==> config.mk <==
export PLATFORM = sky130hd
export DESIGN_NAME = id_range_bound_tightener_flat
export DESIGN_NICKNAME = d
export VERILOG_FILES = /design/src/rtl/irbt_pkg.sv /design/src/rtl/irbt_if.sv /design/src/rtl/irbt_front.sv /design/src/rtl/irbt_fifo.sv /design/src/rtl/irbt_back.sv /design/src/rtl/id_range_bound_tightener.sv /design/src/flat_wrapper.sv
export SDC_FILE = /design/constraint.sdc
export NUM_CORES = 2
export LEC_CHECK = 0
export ABC_CLOCK_PERIOD_IN_PS = 8150
export BUFFER_PORTS_ARGS = -buffer_cell sky130_fd_sc_hd__buf_2
export CAP_MARGIN = 5
export CELL_PAD_IN_SITES_DETAIL_PLACEMENT = 0
export CELL_PAD_IN_SITES_GLOBAL_PLACEMENT = 1
export CORE_MARGIN = 10
export CORE_UTILIZATION = 34
export CTS_CLUSTER_SIZE = 20
export DETAILED_ROUTE_END_ITERATION = 16
export PLACE_DENSITY = 0.6
export SLEW_MARGIN = 30
export SYNTH_ARGS = -nofsm -noshare
export SYNTH_HDL_FRONTEND = slang
export SYNTH_HIERARCHICAL = 1
export SYNTH_SLANG_ARGS = --single-unit
==> constraint.sdc <==
create_clock -name clk -period 8.15 [get_ports clk]
set_input_delay 0.815 -clock clk [delete_from_list [all_inputs] [get_ports clk]]
set_output_delay 0.815 -clock clk [all_outputs]
set_load 0.02 [all_outputs]
==> src/rtl/irbt_pkg.sv <==
`timescale 1ns / 1ps
package irbt_pkg;
	typedef enum logic [2:0] {
		OP_LESS       = 3'd0,
		OP_LESS_EQ    = 3'd1,
		OP_GREATER    = 3'd2,
		OP_GREATER_EQ = 3'd3,
		OP_EQ         = 3'd4
	} op_t;

	localparam logic [1:0] KIND_INT    = 2'd0;
	localparam logic [1:0] KIND_DOUBLE = 2'd1;

	localparam logic [0:0] REG_LOW  = 1'b0;
	localparam logic [0:0] REG_HIGH = 1'b1;

	// 2^53 as a signed 64-bit integer
	localparam logic signed [63:0] SAT_LIMIT = 64'sd9007199254740992;

	// classified comparison handed from front to back
	typedef struct packed {
		logic        fail;     // item fails the run
		logic        skip;     // item changes nothing
		logic [2:0]  op;
		logic [63:0] v;        // non-negative bound
		logic        last;
	} cmd_t;
endpackage

==> src/rtl/irbt_if.sv <==
`timescale 1ns / 1ps
interface irbt_in_if;
	logic        valid;
	logic        ready;
	logic [2:0]  opcode;
	logic [1:0]  value_kind;
	logic [63:0] bound_bits;
	logic        has_bound;
	logic        last;
	modport source (output valid, opcode, value_kind, bound_bits, has_bound, last,
		input ready);
	modport sink (input valid, opcode, value_kind, bound_bits, has_bound, last,
		output ready);
endinterface

interface irbt_out_if;
	logic        valid;
	logic        ready;
	logic [63:0] range_low;
	logic [63:0] range_high;
	logic        nonempty;
	modport source (output valid, range_low, range_high, nonempty, input ready);
	modport sink (input valid, range_low, range_high, nonempty, output ready);
endinterface

==> src/rtl/irbt_front.sv <==
`timescale 1ns / 1ps
module irbt_front import irbt_pkg::*; (
	input  logic        clk,
	input  logic        arst_n,
	irbt_in_if.sink     in_ch,
	output logic        cmd_valid,
	input  logic        cmd_ready,
	output cmd_t        cmd
);
	logic        vld_s1;
	cmd_t        cmd_s1;
	logic [2:0]  op;
	logic [63:0] b;
	logic        sgn;
	logic [10:0] ex;
	logic [51:0] fr;
	logic        nan;
	logic signed [63:0] t;
	logic        frac;
	logic signed [63:0] bound;
	logic        bad;
	cmd_t        c;
	logic [52:0] mant;
	logic [63:0] mag;
	logic [63:0] lost;
	logic [6:0]  sh;

	assign op = in_ch.opcode;
	assign b  = in_ch.bound_bits;
	assign sgn = b[63];
	assign ex  = b[62:52];
	assign fr  = b[51:0];
	assign nan = (ex == 11'h7ff) && (fr != '0);

	// truncate the double toward zero, note any dropped fraction
	always_comb begin
		mant = {(ex != 11'd0), fr};
		mag  = '0;
		lost = '0;
		sh   = '0;
		frac = 1'b0;
		if (ex >= 11'd1076) begin
			mag = 64'(SAT_LIMIT);          // 2^53 or more: saturate
		end else if (ex >= 11'd1075) begin
			mag = {11'd0, mant};
		end else if (ex >= 11'd1023) begin
			sh   = 7'(11'd1075 - ex);
			mag  = {11'd0, mant} >> sh;
			lost = {11'd0, mant} & ((64'd1 << sh) - 64'd1);
			frac = lost != '0;
		end else begin
			frac = b[62:0] != '0;
		end
		t = sgn ? -$signed(mag) : $signed(mag);
	end

	always_comb begin
		bad   = 1'b0;
		bound = $signed(b);
		if (in_ch.value_kind == KIND_DOUBLE) begin
			bound = t;
			if (nan) bad = 1'b1;
			if (frac) begin
				unique case (op)
					OP_LESS, OP_GREATER_EQ: if (!sgn) bound = t + 64'sd1;
					OP_LESS_EQ, OP_GREATER: if (sgn) bound = t - 64'sd1;
					OP_EQ: bad = 1'b1;
					default: ;
				endcase
			end
		end else if (in_ch.value_kind != KIND_INT) begin
			bad = 1'b1;
		end
		if (op > OP_EQ) bad = 1'b1;
		c.op   = op;
		c.v    = 64'(bound);
		c.last = in_ch.last;
		c.fail = 1'b0;
		c.skip = !in_ch.has_bound;
		if (in_ch.has_bound) begin
			if (bad) begin
				c.fail = 1'b1;
			end else if (bound < 0 || (bound == 0 && op == OP_LESS)) begin
				if (op == OP_GREATER || op == OP_GREATER_EQ) c.skip = 1'b1;
				else c.fail = 1'b1;
			end
		end
	end

	assign in_ch.ready = !vld_s1 || cmd_ready;

	always_ff @(posedge clk or negedge arst_n) begin
		if (!arst_n) begin
			vld_s1 <= 1'b0;
		end else if (in_ch.ready) begin
			vld_s1 <= in_ch.valid;
		end
	end

	always_ff @(posedge clk) begin
		if (in_ch.ready && in_ch.valid) cmd_s1 <= c;
	end

	assign cmd_valid = vld_s1;
	assign cmd = cmd_s1;
endmodule

==> src/rtl/irbt_fifo.sv <==
`timescale 1ns / 1ps
module irbt_fifo import irbt_pkg::*; (
	input  logic clk,
	input  logic arst_n,
	input  logic wr_valid,
	output logic wr_ready,
	input  cmd_t wr_data,
	output logic rd_valid,
	input  logic rd_ready,
	output cmd_t rd_data
);
	cmd_t       mem_q [2];
	logic       wp_q, rp_q;
	logic [1:0] cnt_q;
	logic       wr, rd;

	assign wr_ready = cnt_q != 2'd2;
	assign rd_valid = cnt_q != 2'd0;
	assign rd_data  = mem_q[rp_q];
	assign wr = wr_valid && wr_ready;
	assign rd = rd_valid && rd_ready;

	always_ff @(posedge clk or negedge arst_n) begin
		if (!arst_n) begin
			wp_q  <= 1'b0;
			rp_q  <= 1'b0;
			cnt_q <= '0;
		end else begin
			if (wr) wp_q <= !wp_q;
			if (rd) rp_q <= !rp_q;
			cnt_q <= cnt_q + 2'(wr) - 2'(rd);
		end
	end

	always_ff @(posedge clk) begin
		if (wr) mem_q[wp_q] <= wr_data;
	end

`ifndef SYNTH
	a_no_over: assert property (@(posedge clk) disable iff (!arst_n)
		cnt_q == 2'd2 |-> !wr) else $error("queue overflow");
	a_cnt: assert property (@(posedge clk) disable iff (!arst_n)
		cnt_q != 2'd3) else $error("bad count");
	a_hold: assert property (@(posedge clk) disable iff (!arst_n)
		rd_valid && !rd_ready && !wr |=> $stable(cnt_q)) else $error("count moved");
`endif
endmodule

==> src/rtl/irbt_back.sv <==
`timescale 1ns / 1ps
module irbt_back import irbt_pkg::*; (
	input  logic        clk,
	input  logic        arst_n,
	input  logic        cmd_valid,
	output logic        cmd_ready,
	input  cmd_t        cmd,
	input  logic [63:0] init_low,
	input  logic [63:0] init_high,
	irbt_out_if.source  out_ch
);
	logic [63:0] low_q, high_q, lo, hi, nlo, nhi;
	logic        fail_q, in_run_q, f, nf;
	logic        ovld_q;
	logic [63:0] olow_q, ohigh_q;
	logic        one_q;
	logic        go;

	assign cmd_ready = !ovld_q || out_ch.ready;
	assign go = cmd_valid && cmd_ready;
	assign lo = in_run_q ? low_q : init_low;
	assign hi = in_run_q ? high_q : init_high;
	assign f  = in_run_q && fail_q;

	always_comb begin
		nlo = lo;
		nhi = hi;
		nf  = f;
		if (!f && !cmd.skip) begin
			if (cmd.fail) begin
				nf = 1'b1;
			end else begin
				unique case (cmd.op)
					OP_LESS:       if (hi >= cmd.v) nhi = cmd.v - 64'd1;
					OP_LESS_EQ:    if (hi > cmd.v) nhi = cmd.v;
					OP_GREATER:    if (lo <= cmd.v) nlo = cmd.v + 64'd1;
					OP_GREATER_EQ: if (lo < cmd.v) nlo = cmd.v;
					default: begin
						if (cmd.v < lo || cmd.v > hi) nf = 1'b1;
						else begin
							nlo = cmd.v;
							nhi = cmd.v;
						end
					end
				endcase
			end
		end
	end

	always_ff @(posedge clk or negedge arst_n) begin
		if (!arst_n) begin
			in_run_q <= 1'b0;
			fail_q   <= 1'b0;
			ovld_q   <= 1'b0;
		end else begin
			if (out_ch.ready) ovld_q <= 1'b0;
			if (go) begin
				in_run_q <= !cmd.last;
				fail_q   <= nf;
				if (cmd.last) ovld_q <= 1'b1;
			end
		end
	end

	always_ff @(posedge clk) begin
		if (go) begin
			low_q  <= nlo;
			high_q <= nhi;
			if (cmd.last) begin
				olow_q  <= nf ? 64'd0 : nlo;
				ohigh_q <= nf ? 64'd0 : nhi;
				one_q   <= !nf && (nlo <= nhi);
			end
		end
	end

	assign out_ch.valid      = ovld_q;
	assign out_ch.range_low  = olow_q;
	assign out_ch.range_high = ohigh_q;
	assign out_ch.nonempty   = one_q;

`ifndef SYNTH
	a_stall: assert property (@(posedge clk) disable iff (!arst_n)
		ovld_q && !out_ch.ready |-> !cmd_ready) else $error("result overwritten");
	a_fail_zero: assert property (@(posedge clk) disable iff (!arst_n)
		ovld_q && !one_q && olow_q != ohigh_q |-> olow_q > ohigh_q)
		else $error("empty result inconsistent");
	a_last_ends: assert property (@(posedge clk) disable iff (!arst_n)
		go && cmd.last |=> !in_run_q) else $error("run not closed");
`endif
endmodule

==> src/rtl/id_range_bound_tightener.sv <==
`timescale 1ns / 1ps
// Tightens an unsigned id interval [initial_low, initial_high] over a run of
// comparison requests (integer or double bounds) and delivers one result per
// request marked last. One request is taken per cycle when nothing stalls: a
// front stage decodes and rounds the bound in one registered step, and a
// two-entry queue decouples it from the back stage, which updates the interval.
// The result register loads after the last request leaves the front register
// and the queue. Write initial_low at byte 0 and initial_high at byte 8 only
// while idle; a write takes effect at the next run.
module id_range_bound_tightener import irbt_pkg::*; (
	input  logic        clk,
	input  logic        arst_n,
	irbt_in_if.sink     in_ch,
	irbt_out_if.source  out_ch,
	input  logic        psel,
	input  logic        penable,
	input  logic        pwrite,
	input  logic [3:0]  paddr,
	input  logic [63:0] pwdata,
	output logic [63:0] prdata,
	output logic        pready
);
	cmd_t        f_cmd, b_cmd;
	logic        f_valid, f_ready, b_valid, b_ready;
	logic [63:0] init_low_q, init_high_q;

	assign pready = 1'b1;

	// register file: hold limits between runs
	always_ff @(posedge clk or negedge arst_n) begin
		if (!arst_n) begin
			init_low_q  <= '0;
			init_high_q <= '1;
		end else if (psel && penable && pwrite && paddr[2:0] == 3'd0) begin
			unique case (paddr[3])
				REG_LOW:  init_low_q  <= pwdata;
				REG_HIGH: init_high_q <= pwdata;
				default: ;
			endcase
		end
	end

	always_comb begin
		prdata = '0;
		if (paddr[2:0] == 3'd0) prdata = paddr[3] ? init_high_q : init_low_q;
	end

	irbt_front u_front (.clk, .arst_n, .in_ch,
		.cmd_valid(f_valid), .cmd_ready(f_ready), .cmd(f_cmd));

	irbt_fifo u_fifo (.clk, .arst_n, .wr_valid(f_valid), .wr_ready(f_ready),
		.wr_data(f_cmd), .rd_valid(b_valid), .rd_ready(b_ready), .rd_data(b_cmd));

	irbt_back u_back (.clk, .arst_n, .cmd_valid(b_valid), .cmd_ready(b_ready),
		.cmd(b_cmd), .init_low(init_low_q), .init_high(init_high_q), .out_ch);
endmodule
==> src/flat_wrapper.sv <==
// flat-port wrapper written by rule: the top's interface ports become plain ports
module id_range_bound_tightener_flat import irbt_pkg::*;
  (clk, arst_n, psel, penable, pwrite, paddr, pwdata, prdata, pready, in_ch_valid, in_ch_opcode, in_ch_value_kind, in_ch_bound_bits, in_ch_has_bound, in_ch_last, in_ch_ready, out_ch_valid, out_ch_range_low, out_ch_range_high, out_ch_nonempty, out_ch_ready);
  irbt_in_if in_ch_i ();
  irbt_out_if out_ch_i ();
  input  logic clk;
  input  logic arst_n;
  input  logic psel;
  input  logic penable;
  input  logic pwrite;
  input  logic [3:0] paddr;
  input  logic [63:0] pwdata;
  output logic [63:0] prdata;
  output logic pready;
  input wire logic [$bits(in_ch_i.valid)-1:0] in_ch_valid;
  input wire logic [$bits(in_ch_i.opcode)-1:0] in_ch_opcode;
  input wire logic [$bits(in_ch_i.value_kind)-1:0] in_ch_value_kind;
  input wire logic [$bits(in_ch_i.bound_bits)-1:0] in_ch_bound_bits;
  input wire logic [$bits(in_ch_i.has_bound)-1:0] in_ch_has_bound;
  input wire logic [$bits(in_ch_i.last)-1:0] in_ch_last;
  output wire logic [$bits(in_ch_i.ready)-1:0] in_ch_ready;
  output wire logic [$bits(out_ch_i.valid)-1:0] out_ch_valid;
  output wire logic [$bits(out_ch_i.range_low)-1:0] out_ch_range_low;
  output wire logic [$bits(out_ch_i.range_high)-1:0] out_ch_range_high;
  output wire logic [$bits(out_ch_i.nonempty)-1:0] out_ch_nonempty;
  input wire logic [$bits(out_ch_i.ready)-1:0] out_ch_ready;
  assign in_ch_i.valid = in_ch_valid;
  assign in_ch_i.opcode = in_ch_opcode;
  assign in_ch_i.value_kind = in_ch_value_kind;
  assign in_ch_i.bound_bits = in_ch_bound_bits;
  assign in_ch_i.has_bound = in_ch_has_bound;
  assign in_ch_i.last = in_ch_last;
  assign in_ch_ready = in_ch_i.ready;
  assign out_ch_valid = out_ch_i.valid;
  assign out_ch_range_low = out_ch_i.range_low;
  assign out_ch_range_high = out_ch_i.range_high;
  assign out_ch_nonempty = out_ch_i.nonempty;
  assign out_ch_i.ready = out_ch_ready;
  id_range_bound_tightener u_core (.clk(clk), .arst_n(arst_n), .in_ch(in_ch_i), .out_ch(out_ch_i), .psel(psel), .penable(penable), .pwrite(pwrite), .paddr(paddr), .pwdata(pwdata), .prdata(prdata), .pready(pready));
endmodule
==> flow_metrics.py <==
metrics = {
    "run_status": {
        "outcome": "complete, no violations",
    },
    "sta": {
        "grt_setup_unrepaired": "no",
        "drv_slew": 0,
        "fin_ws_ns": 0.1775,
        "relSlewSlack": 0.2944,
        "post-route-period-util": 0.9782,
        "finalSetupTns_ns": 0,
        "timing.fmax_mhz": 125.4,
        "final-hold-violation-count": 0,
        "clock_skew_ns": 0.03544,
        "worst_slew_pin_slew_ns": 1.045,
        "fin_crit_ns": 7.972,
        "setup-violations-final": 0,
    },
    "cts": {
        "cts_tree": "built",
        "clk_latency_ns": 0.69,
        "cts_root_buf": "clkbuf_16",
        "path_clk_slew_ns": 0.06,
        "cts_setup_buffers": 0,
        "cts.sinks": 603,
        "numCtsBuffers": 67,
        "h-tree-depth": 3,
        "clockBufferDepth": 3,
    },
    "yosys": {
        "synth.distinct_cells": 132,
        "synth_ff_type": "edfxtp_1",
        "synth_edf_count": 467,
        "syn-num-nets": 6025,
        "ys_async_sr_fraction": 0.2255,
        "synth_area_leaders": "edfxtp_1 (27%), mux2_2 (5.9%), ha_1 (4.9%)",
        "netlist_instances": 5677,
        "synth.top_cell.area_share": 0.2694,
        "synth_area_per_cell_um2": 9.168,
        "yosysWarnings": 6,
        "netlist_area_um2": 52040,
        "synth_top_cell_by_area": "edfxtp_1",
        "ys_seq_elements": 603,
        "ys_seq_area_frac": 0.3364,
    },
    "final_layout": {
        "drive_above_1_share": 0.3395,
        "nNetsFinal": 7394,
        "post-route-util": 0.4471,
        "final_cell_mix": "buf_4 (1374), edfxtp_1 (467), nor2_1 (458)",
        "syn_to_final_growth_pct": 30.65,
        "layout_commonest_cell": "buf_4",
    },
    "global_route": {
        "antenna_found_initial": 10,
        "gr-usage-all-layers": 0.3363,
        "grt_pass1_vias": 55160,
        "grt-ovfl-total": 0,
        "grt_pass1_wl_um": 417100,
        "grt_max_degree": 75,
    },
    "worst_setup_path": {
        "critPathTopFamily": "compound AO/OA/AOI/OAI gates",
        "r2r_slack_ns": 0.33,
        "required_ns": 8.63,
        "cp_common_cell": "buf_4",
        "path_class": "in2reg",
        "path_buf_inv": 8,
        "r2r_cells": 28,
        "startpoint_type": "primary input",
        "r2r-end": "u_core/u_back/out_ch.nonempty",
        "r2r_start": "u_core/u_fifo/rp_q",
        "critPathMaxFanout": 22,
        "worstPathArrival_ns": 8.45,
        "cp-end-kind": "flip-flop",
        "crit_path_max_incr_delay_ns": 0.55,
        "worst_path_max_delay_cell": "nor4_1",
    },
    "floorplan": {
        "rows": 143,
        "io_pins": 342,
        "coreArea_um2": 152100,
        "dieArea_um2": 169100,
        "die_h_um": 411.2,
        "initial_core_util": 0.3422,
        "die_w_um": 411.2,
    },
    "place": {
        "place_congestion": 1.061,
        "place_ws_ns": -0.3683,
        "io_buffer_count": 340,
        "hpwl_um": 237700,
    },
    "pwr": {
        "p_leak_nw": 27.87,
        "vdd_drop_max_uv": 247.3,
        "power_density_nw_per_um2": 384.3,
    },
    "routing": {
        "routed_via_density": 6.164,
        "wl_per_cell_um": 32.49,
        "drc": 0,
        "firstDrtPassIters": 8,
        "antenna_left": 0,
        "route.final.wire_length_um": 296700,
        "vias": 56300,
        "drt_iter0_drc": 6062,
    },
    "hold_path": {
        "hold_path.class": "in2async",
    },
    "job": {
        "cap_violations": 0,
    },
}
[kinds of logic after synthesis]
logic type	count (synthesis)	synth area share
muxes	578	0.1319
buffers and inverters	626	0.05224
and+or+nand+nor	1958	0.1931
DFF	603	0.3364
other	1	0.00007205
xor gates and xnor gates	156	0.02625
AOI/OAI and AO/OA	1552	0.2113
adders and majority gates	203	0.04875
[flip-flops by register name, indices dropped and copies added, names as in the netlist]
name                             count
u_core/u_back/fail_q                 1
u_core/u_back/high_q                64
u_core/init_high_q                  64
u_core/u_back/out_ch.range_low      64
u_core/u_back/out_ch.nonempty        1
u_core/u_fifo/mem_q                140
u_core/u_front/cmd                  70
u_core/u_back/out_ch.range_high     64
u_core/u_fifo/wp_q                   1
u_core/u_back/out_ch.valid           1
u_core/u_fifo/rp_q                   1
u_core/u_back/low_q                 64
u_core/init_low_q                   64
u_core/u_fifo/cnt_q                  2
u_core/u_front/cmd_valid             1
u_core/u_back/in_run_q               1
[power breakdown]
group          switching (W)  internal [W]
clock network        0.00128       0.00189
logic                 0.0109       0.00672
registers           0.000387       0.00496
total                 0.0126        0.0136
[synth_stat cells, drive strengths merged (19+ instances only)]
library cell	instances
a2111oi	22
a211o	22
a211oi	102
a21o	44
a21oi	285
a221oi	58
a22oi	22
a311oi	32
a31oi	93
and2	42
and3	52
and4	38
buf	162
clkbuf	295
dfrtp	72
dfstp	64
edfxtp	467
ha	202
inv	166
mux2	288
mux2i	234
mux4	56
nand2	435
nand2b	54
nand3	190
nand4	125
nor2	466
nor2b	31
nor3	194
nor4	116
o2111ai	21
o211a	19
o211ai	84
o21a	49
o21ai	265
o221ai	58
o22ai	68
o311ai	19
o31ai	65
o41ai	28
or2	38
or3	67
or4	35
xnor2	101
xor2	55
[worst max-delay path by stage]
stage / startpoint / end / slack [ns] / depth (start not counted)
global route: in_ch_bound_bits[55] / u_core/u_front/cmd[69] / 0.02 / 28
detailed placement: in_ch_bound_bits[55] / u_core/u_front/cmd[69] / -0.37 / 28
global placement: in_ch_bound_bits[55] / u_core/u_front/cmd[68] / -0.48 / 32
floorplan: out_ch_ready / u_core/u_back/out_ch.nonempty / 0.008 / 5
CTS: u_core/u_back/in_run_q / u_core/u_back/out_ch.nonempty / 0.18 / 25
finish: in_ch_bound_bits[55] / u_core/u_front/cmd[69] / 0.18 / 28
[per-stage QoR]
stage | instance area [um2] | std cells | hold WS [ns] | total power (W)
2_1_floorplan | 52050 | 5677 | 0.4215 | 0.01405
3_3_place_gp | 65650 | 9006 | 0.4227 | 0.02250
3_5_place_dp | 65680 | 9006 | 0.4290 | 0.02260
4_1_cts | 67970 | 9127 | 0.1101 | 0.02588
5_1_grt | 67990 | 9128 | 0.1461 | 0.02743
6_report | 68000 | 9133 | 0.1192 | 0.02613
[timing repair]
item / in CTS / in global routing
hold buffers: 0 / 0
gates resized for setup: 0 / 2
hold endpoints to repair: 0 / 0
endpoints found under the setup margin: 0 / 1
[worst register-to-register path: cells and delay by family, from the launching register on]
kind,cells,cell delay (ns)
compound gates,9,2.48
buf+inv,10,2.15
simple gates,6,1.43
fa+ha+maj,2,0.66
flops,1,0.44
mux,1,0.44
[routing by layer]
layer  GRT usage  share of wire
met1      0.4181           0.40
met2      0.5437           0.45
met3     0.04683          0.070
met4      0.2200          0.079
met5           0       0.000078
[area by class of cell]
class,instances,area (um2)
clock inverters,41,554.3
multi-input cells,4448,32070
well taps,2030,2540
inverters,169,640.6
flip-flops and latches,603,17510
repair buffers,1757,12930
clock buffers,80,1735
diodes,5,12.51
fillers,15040,84090
No activity file was read; power rests on OpenSTA's default activity.
